### src/rtl/core/cfd_pkg.sv
// ----------------------------------------------------------------------------
// Command frame deframer package
// Request types, role and error codes, and register reset values.
// ----------------------------------------------------------------------------
package cfd_pkg;

  localparam int unsigned HdrPatternWidth = 48;
  localparam int unsigned CfgIndexWidth   = 2;

  localparam logic [HdrPatternWidth-1:0] HdrPatternReset = 48'h0F0E0D0C0B0A;
  localparam logic [7:0]                 VersionReset    = 8'h02;
  localparam logic [7:0]                 EndMarkerReset  = 8'h18;

  localparam logic [CfgIndexWidth-1:0] CfgHeaderPattern = 2'd0;
  localparam logic [CfgIndexWidth-1:0] CfgVersionValue  = 2'd1;
  localparam logic [CfgIndexWidth-1:0] CfgEndMarker     = 2'd2;

  typedef enum logic [2:0] {
    RoleHeader  = 3'd0,
    RoleVersion = 3'd1,
    RoleCheck   = 3'd2,
    RoleLength  = 3'd3,
    RoleCmdType = 3'd4,
    RoleCommand = 3'd5,
    RoleEnd     = 3'd6,
    RoleDropped = 3'd7
  } role_e;

  typedef enum logic [2:0] {
    ErrNone      = 3'd0,
    ErrHeader    = 3'd1,
    ErrTooShort  = 3'd2,
    ErrEndMarker = 3'd3,
    ErrVersion   = 3'd4
  } err_e;

  typedef struct packed {
    logic [7:0] data_byte;
    logic       last;
  } in_req_t;

  typedef struct packed {
    logic [7:0]  out_byte;
    role_e       role;
    logic        frame_end;
    logic        frame_ok;
    err_e        error_code;
    logic [15:0] command_length;
  } out_req_t;

  typedef struct packed {
    logic full;
    logic empty;
  } q_status_t;

endpackage

### src/rtl/core/cfd_front.sv
// ----------------------------------------------------------------------------
// Command frame deframer front end
// Holds the configuration and per-frame state, tags each byte with its role
// and forms the verdict on the final byte.
// ----------------------------------------------------------------------------
module cfd_front #(
  parameter int unsigned HEADER_BYTES = 6
) (
  input  logic                                  clk_i,
  input  logic                                  rst_ni,
  input  logic                                  cfg_valid_i,
  input  logic [cfd_pkg::CfgIndexWidth-1:0]     cfg_index_i,
  input  logic [cfd_pkg::HdrPatternWidth-1:0]   cfg_data_i,
  input  logic                                  in_valid_i,
  input  cfd_pkg::in_req_t                      in_i,
  input  cfd_pkg::q_status_t                    q_status_i,
  output logic                                  push_o,
  output cfd_pkg::out_req_t                     push_data_o
);

  localparam logic [2:0]  HdrLast   = 3'(HEADER_BYTES - 1);
  localparam logic [15:0] PosVer    = 16'(HEADER_BYTES);
  localparam logic [15:0] PosChkEnd = 16'(HEADER_BYTES + 4);
  localparam logic [15:0] PosLenEnd = 16'(HEADER_BYTES + 6);
  localparam logic [15:0] PosType   = 16'(HEADER_BYTES + 7);
  localparam logic [15:0] PosMin    = 16'(HEADER_BYTES + 8);
  localparam logic [15:0] PosMax    = 16'hFFFF;

  logic [cfd_pkg::HdrPatternWidth-1:0] hdr_pattern_q;
  logic [7:0]  version_q;
  logic [7:0]  end_marker_q;

  logic [15:0] pos_q, pos_d;
  logic        hdr_fail_q, hdr_fail_d;
  logic        ver_fail_q, ver_fail_d;
  logic [15:0] len_q, len_d;

  logic        accept;
  logic [63:0] hdr_ext;
  logic [2:0]  hdr_sel;
  logic [7:0]  hdr_expect;
  cfd_pkg::role_e role;
  cfd_pkg::err_e  err;

  assign accept     = in_valid_i && !q_status_i.full;
  assign hdr_ext    = {{(64 - cfd_pkg::HdrPatternWidth){1'b0}}, hdr_pattern_q};
  assign hdr_sel    = HdrLast - pos_q[2:0];
  assign hdr_expect = hdr_ext[{hdr_sel, 3'b000} +: 8];

  always_comb begin
    hdr_fail_d = hdr_fail_q;
    ver_fail_d = ver_fail_q;
    len_d      = len_q;
    pos_d      = pos_q;
    err        = cfd_pkg::ErrNone;

    if (pos_q < PosVer) begin
      role = cfd_pkg::RoleHeader;
      if (in_i.data_byte != hdr_expect) hdr_fail_d = 1'b1;
    end else if (pos_q == PosVer) begin
      role = cfd_pkg::RoleVersion;
      if (in_i.data_byte != version_q) ver_fail_d = 1'b1;
    end else if (pos_q <= PosChkEnd) begin
      role = cfd_pkg::RoleCheck;
    end else if (pos_q <= PosLenEnd) begin
      role  = cfd_pkg::RoleLength;
      len_d = {len_q[7:0], in_i.data_byte};
    end else if (pos_q == PosType) begin
      role = cfd_pkg::RoleCmdType;
    end else if (pos_q == PosMax) begin
      role = cfd_pkg::RoleDropped;
    end else begin
      role = cfd_pkg::RoleCommand;
    end

    push_data_o.out_byte       = in_i.data_byte;
    push_data_o.frame_end      = 1'b0;
    push_data_o.frame_ok       = 1'b0;
    push_data_o.command_length = '0;

    if (in_i.last) begin
      role = cfd_pkg::RoleEnd;
      if (hdr_fail_d) begin
        err = cfd_pkg::ErrHeader;
      end else if (pos_q < PosMin) begin
        err = cfd_pkg::ErrTooShort;
      end else if (in_i.data_byte != end_marker_q) begin
        err = cfd_pkg::ErrEndMarker;
      end else if (ver_fail_d) begin
        err = cfd_pkg::ErrVersion;
      end
      push_data_o.frame_end = 1'b1;
      push_data_o.frame_ok  = (err == cfd_pkg::ErrNone);
      if (err == cfd_pkg::ErrNone && len_d != '0) begin
        push_data_o.command_length = len_d - 16'd1;
      end
      pos_d      = '0;
      hdr_fail_d = 1'b0;
      ver_fail_d = 1'b0;
      len_d      = '0;
    end else if (pos_q != PosMax) begin
      pos_d = pos_q + 16'd1;
    end

    push_data_o.role       = role;
    push_data_o.error_code = err;
  end

  assign push_o = accept;

  always_ff @(posedge clk_i or negedge rst_ni) begin
    if (!rst_ni) begin
      pos_q      <= '0;
      hdr_fail_q <= 1'b0;
      ver_fail_q <= 1'b0;
      len_q      <= '0;
    end else if (accept) begin
      pos_q      <= pos_d;
      hdr_fail_q <= hdr_fail_d;
      ver_fail_q <= ver_fail_d;
      len_q      <= len_d;
    end
  end

  always_ff @(posedge clk_i or negedge rst_ni) begin
    if (!rst_ni) begin
      hdr_pattern_q <= cfd_pkg::HdrPatternReset;
      version_q     <= cfd_pkg::VersionReset;
      end_marker_q  <= cfd_pkg::EndMarkerReset;
    end else if (cfg_valid_i) begin
      case (cfg_index_i)
        cfd_pkg::CfgHeaderPattern: hdr_pattern_q <= cfg_data_i;
        cfd_pkg::CfgVersionValue:  version_q     <= cfg_data_i[7:0];
        cfd_pkg::CfgEndMarker:     end_marker_q  <= cfg_data_i[7:0];
        default: ;
      endcase
    end
  end

endmodule

### src/rtl/core/cfd_queue.sv
// ----------------------------------------------------------------------------
// Command frame deframer queue
// Two-entry queue of tagged bytes between the front end and the output stage.
// ----------------------------------------------------------------------------
module cfd_queue (
  input  logic               clk_i,
  input  logic               rst_ni,
  input  logic               push_i,
  input  cfd_pkg::out_req_t  push_data_i,
  input  logic               pop_i,
  output cfd_pkg::out_req_t  pop_data_o,
  output cfd_pkg::q_status_t status_o
);

  cfd_pkg::out_req_t mem_q [2];
  logic       wr_ptr_q;
  logic       rd_ptr_q;
  logic [1:0] count_q;

  assign pop_data_o      = mem_q[rd_ptr_q];
  assign status_o.full   = (count_q == 2'd2);
  assign status_o.empty  = (count_q == 2'd0);

  always_ff @(posedge clk_i) begin
    if (push_i) mem_q[wr_ptr_q] <= push_data_i;
  end

  always_ff @(posedge clk_i or negedge rst_ni) begin
    if (!rst_ni) begin
      wr_ptr_q <= 1'b0;
      rd_ptr_q <= 1'b0;
      count_q  <= '0;
    end else begin
      if (push_i) wr_ptr_q <= !wr_ptr_q;
      if (pop_i)  rd_ptr_q <= !rd_ptr_q;
      case ({push_i, pop_i})
        2'b10:   count_q <= count_q + 2'd1;
        2'b01:   count_q <= count_q - 2'd1;
        default: count_q <= count_q;
      endcase
    end
  end

endmodule

### src/rtl/core/cfd_back.sv
// ----------------------------------------------------------------------------
// Command frame deframer output stage
// Drains the queue into the output register and holds it while stalled.
// ----------------------------------------------------------------------------
module cfd_back (
  input  logic               clk_i,
  input  logic               rst_ni,
  input  cfd_pkg::q_status_t q_status_i,
  input  cfd_pkg::out_req_t  q_data_i,
  output logic               pop_o,
  output logic               out_valid_o,
  output cfd_pkg::out_req_t  out_o,
  input  logic               out_stall_i
);

  logic              out_valid_q;
  cfd_pkg::out_req_t out_q;

  assign pop_o       = !q_status_i.empty && (!out_valid_q || !out_stall_i);
  assign out_valid_o = out_valid_q;
  assign out_o       = out_q;

  always_ff @(posedge clk_i or negedge rst_ni) begin
    if (!rst_ni) begin
      out_valid_q <= 1'b0;
    end else if (pop_o) begin
      out_valid_q <= 1'b1;
    end else if (!out_stall_i) begin
      out_valid_q <= 1'b0;
    end
  end

  always_ff @(posedge clk_i) begin
    if (pop_o) out_q <= q_data_i;
  end

endmodule

### src/rtl/core/command_frame_deframer.sv
// ----------------------------------------------------------------------------
// Command frame deframer
// Splits a byte-serial datagram into header, version, check, length, command
// type and command bytes, and gives a verdict on the final byte.
//
//   channel | direction | handshake           | payload
//   --------+-----------+---------------------+-----------------------------
//   in      | input     | in_valid / in_stall | in_i  (data_byte, last)
//   out     | output    | out_valid/out_stall | out_o (byte, role, verdict)
//   cfg     | input     | cfg_valid/cfg_ready | cfg_index_i, cfg_data_i
//
// One byte per cycle sustained while out_stall is low; each byte is written into a
// queue entry and then into the output register. The two-entry queue between the front
// end and the output stage absorbs output stall until it fills, which raises in_stall.
// Reset is asynchronous and restores the register defaults and frame state.
// Configuration writes are always ready.
// ----------------------------------------------------------------------------
module command_frame_deframer #(
  parameter int unsigned HEADER_BYTES = 6
) (
  input  logic                                clk_i,
  input  logic                                rst_ni,
  input  logic                                cfg_valid_i,
  output logic                                cfg_ready_o,
  input  logic [cfd_pkg::CfgIndexWidth-1:0]   cfg_index_i,
  input  logic [cfd_pkg::HdrPatternWidth-1:0] cfg_data_i,
  input  logic                                in_valid_i,
  output logic                                in_stall_o,
  input  cfd_pkg::in_req_t                    in_i,
  output logic                                out_valid_o,
  input  logic                                out_stall_i,
  output cfd_pkg::out_req_t                   out_o
);

  cfd_pkg::q_status_t q_status;
  cfd_pkg::out_req_t  push_data;
  cfd_pkg::out_req_t  pop_data;
  logic               push;
  logic               pop;

  assign cfg_ready_o = 1'b1;
  assign in_stall_o  = q_status.full;

  cfd_front #(
    .HEADER_BYTES(HEADER_BYTES)
  ) u_front (
    .clk_i       (clk_i),
    .rst_ni      (rst_ni),
    .cfg_valid_i (cfg_valid_i),
    .cfg_index_i (cfg_index_i),
    .cfg_data_i  (cfg_data_i),
    .in_valid_i  (in_valid_i),
    .in_i        (in_i),
    .q_status_i  (q_status),
    .push_o      (push),
    .push_data_o (push_data)
  );

  cfd_queue u_queue (
    .clk_i       (clk_i),
    .rst_ni      (rst_ni),
    .push_i      (push),
    .push_data_i (push_data),
    .pop_i       (pop),
    .pop_data_o  (pop_data),
    .status_o    (q_status)
  );

  cfd_back u_back (
    .clk_i       (clk_i),
    .rst_ni      (rst_ni),
    .q_status_i  (q_status),
    .q_data_i    (pop_data),
    .pop_o       (pop),
    .out_valid_o (out_valid_o),
    .out_o       (out_o),
    .out_stall_i (out_stall_i)
  );

  a_ok_matches_err: assert property (@(posedge clk_i) disable iff (!rst_ni)
    out_valid_o |-> (out_o.frame_ok ==
                     (out_o.frame_end && out_o.error_code == cfd_pkg::ErrNone)))
    else $error("frame_ok disagrees with error_code");

  a_end_role: assert property (@(posedge clk_i) disable iff (!rst_ni)
    out_valid_o |-> ((out_o.role == cfd_pkg::RoleEnd) == out_o.frame_end))
    else $error("end role and frame_end disagree");

  a_mid_frame_quiet: assert property (@(posedge clk_i) disable iff (!rst_ni)
    (out_valid_o && !out_o.frame_end) |->
      (out_o.command_length == '0 && out_o.error_code == cfd_pkg::ErrNone))
    else $error("verdict fields set before the final byte");

endmodule
### config.mk
export PLATFORM = sky130hd
export DESIGN_NAME = command_frame_deframer
export DESIGN_NICKNAME = d
export VERILOG_FILES = /design/src/rtl/core/cfd_pkg.sv /design/src/rtl/core/cfd_front.sv /design/src/rtl/core/cfd_queue.sv /design/src/rtl/core/cfd_back.sv /design/src/rtl/core/command_frame_deframer.sv
export SDC_FILE = /design/constraint.sdc
export NUM_CORES = 1
export LEC_CHECK = 0
export BUFFER_PORTS_ARGS = -buffer_cell sky130_fd_sc_hd__buf_2
export CORE_MARGIN = 2
export CORE_UTILIZATION = 64
export DETAILED_ROUTE_END_ITERATION = 10
export PLACE_DENSITY = 0.95
export SYNTH_ARGS = -nofsm -noshare
export SYNTH_HDL_FRONTEND = slang
export SYNTH_HIERARCHICAL = 1
export SYNTH_SLANG_ARGS = --single-unit
export TNS_END_PERCENT = 5
### constraint.sdc
create_clock -name clk_i -period 13 [get_ports clk_i]
set_clock_uncertainty 0.2 [all_clocks]
set_input_delay 2.6 -clock clk_i [delete_from_list [all_inputs] [get_ports clk_i]]
set_output_delay 2.6 -clock clk_i [all_outputs]
set_load 0.05 [all_outputs]
; ---- After elaboration in Yosys (flattened, before gate mapping)
; Memories as Yosys holds them, arrays and structs flattened. A register that Yosys moved wholly into a read port is not among the register bits.
; Index checks and enable logic that the tools add are counted.
[totals]
register_bits = 103
ramBits = 64
inputBits = 64
output_inout_bits = 35
elab_cells = 90
memories = 1
[mem_list]
columns = memory, words, width, read_ports, rd_ports_with_merged_regs, write_ports, line
row1 = u_queue.mem_q, 2, 32, 1, 1, 1, cfd_queue.sv:15  ; cfd_pkg::out_req_t mem_q [2];
[op_classes]
n_addsub = 5
n_lt_le_gt_ge = 4
n_eq_ne = 13
shift = 1
n_mux = 35
n_reduce_logical = 20
[op_table]
columns = cell, n
row1 = 2-to-1 mux 16 bit, 9
row2 = variable part select 64 x 7 -> 8 bit, 1
row3 = 2-to-1 mux 3 bit, 12
row4 = "<= comparator 16 x 4 -> 1 bit, second input constant", 2
row5 = != test 8 bit, 3
row6 = "adder 16 x 1 -> 16 bit, second input constant", 1
row7 = "== test 16 bit, second input constant", 1
row8 = "== test 16 x 3 -> 1 bit, second input constant", 1
row9 = "== test 16 x 4 -> 1 bit, second input constant", 1
row10 = "less-than comparator 16 x 3 -> 1 bit, second input constant", 1
row11 = "less-than comparator 16 x 4 -> 1 bit, second input constant", 1
row12 = "!= test 16 bit, second input constant", 1
row13 = nonzero test 16 bit, 1
row14 = "subtractor 16 x 1 -> 16 bit, second input constant", 1
row15 = 2-to-1 mux 1 bit, 11
row16 = AND reduction 2 bit, 4
row17 = "== test 2 bit, second input constant", 3
row18 = logical NOT 1 bit, 6
row19 = "== test 2 x 1 -> 1 bit, second input constant", 2
row20 = logical NOT 2 bit, 2
row21 = 2-to-1 mux 2 bit, 2
row22 = one-hot mux 2 bit (2 select lines), 1
row23 = nonzero test 2 bit, 2
row24 = logical AND 1 bit, 3
row25 = 6 further kinds, 6

; ---- Depth between registers and ports, before layout
[depth]
depth_word = 13
depth_mapped = 16
ltp_nobuf = 12

; ---- Hierarchy
; The synthesis kept the hierarchy.
[modules_own_cells]
columns = module, instances, cells_each, area_per_inst_um2, seq_area_each_um2
row1 = cfd_front, 1, 552, 5905.7, 2477.4
row2 = cfd_queue, 1, 116, 2646.3, 2021.9
row3 = cfd_back, 1, 35, 1001.0, 985.9
row4 = command_frame_deframer, 1, 2, 11.3, 0.0

; ---- Worst setup path after synthesis
; Ideal clock, no wire load.
[synth_path]
path_kind = input-to-reg
from = input out_stall_i
to = register u_queue.count_q[1]
setup_ns = 0.079
arrival_ns = 5.035
t_required_ns = 12.721
setup_slack_ns = 7.686
cell_stages = 4
path_buffers = 0
path_cell_list = a21oi_1 > ha_1 > nor2_1 > xor2_1
[synth_between]
elab_chain_cells = 5
word_cells_on_any_way = 7
cone_classes = eq/ne: 2 / mux: 1 / reduce/logical: 4
[synth_lines]
columns = item, line
row1 = from (decl), command_frame_deframer.sv:31  ; input logic out_stall_i,
row2 = logical NOT 1 bit *, cfd_back.sv:19  ; assign pop_o = !q_status_i.empty && (!out_valid_q || !out_stall_i);
row3 = logical OR 1 bit *, cfd_back.sv:19
row4 = logical AND 1 bit *, cfd_back.sv:19
row5 = == test 2 x 1 -> 1 bit / == test 2 bit (equally long branches), cfd_queue.sv:36  ; case ({push_i, pop_i})
row6 = one-hot mux 2 bit (2 select lines) / nonzero test 2 bit (equally long branches), --
row7 = to (signal assigned), cfd_queue.sv:37  ; 2'b10: count_q <= count_q + 2'd1;
row8 = to (signal assigned), cfd_queue.sv:38  ; 2'b01: count_q <= count_q - 2'd1;
row9 = to (signal assigned), cfd_queue.sv:39  ; default: count_q <= count_q;
row10 = to (decl), cfd_queue.sv:18  ; logic [1:0] count_q;
; Every way passes the cells marked *; elsewhere a longest branch is shown, timed or not.
; A chain may end at the register's enable or synchronous reset.

==> out/results.env <==
DRIVE_ABOVE_1_SHARE=0.352
WORST_SKEW_PAIR_LATER_PIN_LATENCY_NS=0.44
SYNTH-ASYNC-RESET-RATIO=0.518
CTS.ROOT.BUFFER_CELL='sky130_fd_sc_hd__clkbuf_16'
SYNTHESIS.NETS=776
GRT_OVERFLOW=0
TOP_LEVEL_PINS=99
WORST-ENDPOINT-ARRIVAL_NS=4.97
HOLD_PATH_STARTPOINT='u_queue/count_q[1]'
CLK_PATH_BUF_DEPTH=2
FP.DIEAREA_UM2=15900
HOLDPATHSTAGES=1
ROUTABILITYCONGESTION=0.911
WORST-SLEW-PIN-TRANSITION_NS=1.12
POSTSYNTHAREAPERCELL_UM2=13.6
ROUTED_WIRE_LENGTH_UM=20100
TRITONCTS_CLOCK_TREE='yes'
HPWL_UM=13700
SYNTHFLOPTYPE='sky130_fd_sc_hd__edfxtp_1'
GRT_FIRST_PASS_WIRELENGTH_UM=32600
FINALINSTANCEAREA_UM2=10600
CTS.SINK_COUNT=199
TOTAL_LEAKAGE_POWER_nW=4.35
CTS_REPAIR_RESIZE_COUNT=0
VIA_COUNT_OF_THE_FIRST_GLOBAL_ROUTING_PASS=6371
CRITICAL_PATH.REG2REG.ENDPOINT='u_queue/mem_q[0][7]'
YOSYS.CELL_TYPES.COUNT=74
CRITPATHCAPTURETYPE='flip-flop'
ANTENNA_FOUND_INITIAL=0
WL_PER_CELL_UM=20.6
START_UTIL=0.656
FMAX_MHz=199
TIMING.CRITICAL_PATH.REQUIRED_NS=12.95
MAX_CAP_VIOLATIONS=0
CRITICAL_PATH.STARTPOINT_TYPE='flip-flop'
SYNTH_AREA_LEADER_CELL='sky130_fd_sc_hd__edfxtp_1'
ROUTED-VIA-COUNT=6121
DIE_HEIGHT_UM=126
SYNTH-SEQ-CELLS=199
DRC=0
RR_STARTPOINT='u_front/pos_q[1]'
FINAL_CRITICAL_PERIOD_NS=5.02
FINAL-MAX-SLEW-VIOLATION-COUNT=0
RRSETUPSLACK_NS=7.98
YOSYSMOSTFREQUENTCELL='sky130_fd_sc_hd__edfxtp_1'
FIN_TOTAL_PWR_W=0.00215
CORE.ROWCOUNT=44
SYNTHDOMINANTCELLAREASHARE=0.301
CTS_INSERTED_BUFFERS=17
TIMING.SETUP.CRITICAL_PATH_CLASS='reg2reg'
R2R_CELLS=12
VIAS_PER_CELL=6.29
WORST_SETUP_HOLD_PATH_CLK_SLEW_NS=0.07
CTS-HTREE-LEVELS=4
DPL-INSTANCE-AREA_UM2=10000
RUN_STATUS='complete, no violations'
SYNTHESIS.INSTANCES=705
CTS-HOLD-FIX-BUFFERS=0
FIN_TNS_SETUP_NS=0
DETAILEDROUTE.FIRSTPASSITERATIONCOUNT=5
SYNTH-EDFF-COUNT=96
POWER.DENSITY_nW_PER_UM2=201
FINISH.NET_COUNT=847
SYNTH_SEQ_AREA_SHARE=0.574
FINAL-SETUP-VIOL-COUNT=0
DIE_X_UM=126
SLEW-LIMIT-HEADROOM=0.252
LARGEST_NET_DEGREE_AT_THE_START_OF_GLOBAL_ROUTING=63
GR-USAGE-ALL-LAYERS=0.261
SYNTH_AREA_UM2=9560
DRTANTENNAVIOLNETS=0
YOSYS_SYNTHESIS_WARNING_COUNT=6
HOLD_VIOL_FINAL=0
MIN_PERIOD_OVER_PERIOD=0.386
TIMING.HOLD.WORST_ENDPOINT='u_queue/count_q[1]'
SYNTH_TOP_CELLS_BY_COUNT='sky130_fd_sc_hd__edfxtp_1, sky130_fd_sc_hd__dfrtp_1, sky130_fd_sc_hd__mux2_2'
GRT_SETUP_UNREPAIRED='false'
WORST_HOLD_PATH_TYPE='reg2reg'
N_ANTENNA_CELL=0
CORE_REGION_AREA_UM2=14600
AREAGROWTHSYNTHTOFINISH_PCT=11.3
DRT_FIRST_ITER_VIOLATIONS=508
IRDROPWORSTVDD_uV=101
PORT_BUFFERS=97
CELLS_TAKING_THE_MOST_AREA_AFTER_SYNTHESIS='sky130_fd_sc_hd__edfxtp_1, sky130_fd_sc_hd__dfrtp_1, sky130_fd_sc_hd__mux2_2'
CTS_SETUP_BUFFERS=0
WORSTPATHMAXFANOUT=35
[kinds of logic (layout without fill, tap and decap cells)]
| kind of cell | after synthesis | in the layout | synth area share |
|---|---|---|---|
| other cells | 1 | 1 | 0.000392 |
| flops | 199 | 199 | 0.574 |
| fa+ha+maj | 7 | 7 | 0.00916 |
| xor+xnor | 50 | 50 | 0.0466 |
| mux | 133 | 133 | 0.172 |
| simple gates | 164 | 164 | 0.0952 |
| buf+inv | 62 | 146 | 0.0375 |
| compound gates | 89 | 89 | 0.0659 |
[flip-flops by register name, summed over array words and instances (netlist names)]
| name | count |
|---|---|
| u_queue/count_q | 2 |
| u_front/len_q | 16 |
| u_back/out_valid_o | 1 |
| u_queue/mem_q | 64 |
| u_front/version_q | 8 |
| u_front/end_marker_q | 8 |
| u_front/pos_q | 16 |
| u_back/out_o | 32 |
| u_front/hdr_pattern_q | 48 |
| u_queue/wr_ptr_q | 1 |
| u_queue/rd_ptr_q | 1 |
| u_front/ver_fail_q | 1 |
| u_front/hdr_fail_q | 1 |
[metrics by stage]
stage / util / instances / worst slack (ns) / hold slack [ns]
after floorplan: - / 705 / 7.69 / 0.256
after global placement: 0.688 / 941 / 7.84 / 0.272
after detailed placement: 0.688 / 941 / 7.70 / 0.286
after CTS: 0.730 / 973 / 8.06 / 0.303
after global routing: 0.730 / 973 / 7.70 / 0.319
final: 0.730 / 973 / 7.98 / 0.300
[how the worst max path moves through the flow]
stage | startpoint | endpoint | slack [ns] | cells past startpoint
3_5_place_dp | in_i[1] | u_queue/mem_q[1][11] | 7.70 | 7
6_report | u_front/pos_q[1] | u_queue/mem_q[0][7] | 7.98 | 12
3_3_place_gp | in_i[1] | u_queue/mem_q[0][4] | 7.84 | 7
4_1_cts | u_front/pos_q[1] | u_queue/mem_q[1][11] | 8.06 | 12
2_1_floorplan | out_stall_i | u_queue/count_q[1] | 7.69 | 4
5_1_grt | u_front/pos_q[1] | u_queue/mem_q[0][11] | 7.70 | 12
[layout make-up]
type / instances / area, um2
sequential: 199 / 5490
fill: 935 / 3940
multi-input combinational: 444 / 3740
timing repair buffer: 104 / 541
clock buffer: 17 / 425
tap: 184 / 230
clock inverter: 15 / 190
inverter: 10 / 37.5
[worst max-delay path, stage by stage, from the launching register on]
cell and delay, ns:
sky130_fd_sc_hd__dfrtp_1 1.03, sky130_fd_sc_hd__inv_1 0.24, sky130_fd_sc_hd__ha_1 0.29, sky130_fd_sc_hd__nor4bb_1 0.16, sky130_fd_sc_hd__nor3_2 0.37, sky130_fd_sc_hd__nor3_4 0.07, sky130_fd_sc_hd__buf_4 0.27, sky130_fd_sc_hd__mux2i_1 0.35
sky130_fd_sc_hd__ha_1 0.46, sky130_fd_sc_hd__and4_1 0.32, sky130_fd_sc_hd__or3b_1 0.37, sky130_fd_sc_hd__nand4_1 0.44, sky130_fd_sc_hd__a211oi_1 0.16
[power by group]
| part | total, W | switching [W] | internal [W] |
|---|---|---|---|
| Sequential | 0.000946 | 0.000102 | 0.000845 |
| Clock | 0.000548 | 0.000240 | 0.000307 |
| Combinational | 0.000651 | 0.000401 | 0.000250 |
| Total | 0.00215 | 0.000743 | 0.00140 |
[metal layers]
layer,share of wire,GRT usage,vias to the layer above,routed length [um]
met1,0.40,0.330,3036,8080
li1,-,-,2756,-
met2,0.51,0.447,285,10200
met3,0.065,0.0544,44,1300
met5,0,0,-,0
met4,0.024,0.0983,0,472
[cell usage in the layout, fill, tap and decap left out, types with 7 or more instances in the layout]
| master | netlist | final |
|---|---|---|
| sky130_fd_sc_hd__nand3_1 | 17 | 17 |
| sky130_fd_sc_hd__xor2_1 | 35 | 35 |
| sky130_fd_sc_hd__a211oi_1 | 8 | 8 |
| sky130_fd_sc_hd__mux2i_1 | 26 | 26 |
| sky130_fd_sc_hd__a22o_1 | 13 | 13 |
| sky130_fd_sc_hd__nor2_1 | 44 | 43 |
| sky130_fd_sc_hd__o21ai_0 | 12 | 12 |
| sky130_fd_sc_hd__nand2b_1 | 9 | 9 |
| sky130_fd_sc_hd__buf_2 | 8 | 96 |
| sky130_fd_sc_hd__inv_1 | 9 | 9 |
| sky130_fd_sc_hd__clkbuf_16 | 0 | 17 |
| sky130_fd_sc_hd__a21oi_1 | 10 | 9 |
| sky130_fd_sc_hd__dfstp_2 | 20 | 20 |
| sky130_fd_sc_hd__buf_4 | 14 | 8 |
| sky130_fd_sc_hd__mux2_2 | 71 | 71 |
| sky130_fd_sc_hd__edfxtp_1 | 96 | 96 |
| sky130_fd_sc_hd__o31ai_1 | 7 | 7 |
| sky130_fd_sc_hd__ha_1 | 7 | 7 |
| sky130_fd_sc_hd__a31oi_1 | 9 | 9 |
| sky130_fd_sc_hd__nand2_1 | 21 | 21 |
| sky130_fd_sc_hd__dfrtp_1 | 83 | 82 |
| sky130_fd_sc_hd__nor3_1 | 13 | 13 |
| sky130_fd_sc_hd__nor4_1 | 8 | 8 |
| sky130_fd_sc_hd__xnor2_1 | 14 | 14 |
| sky130_fd_sc_hd__mux2_4 | 29 | 29 |
Note: power is estimated with default switching activity, not from simulation.
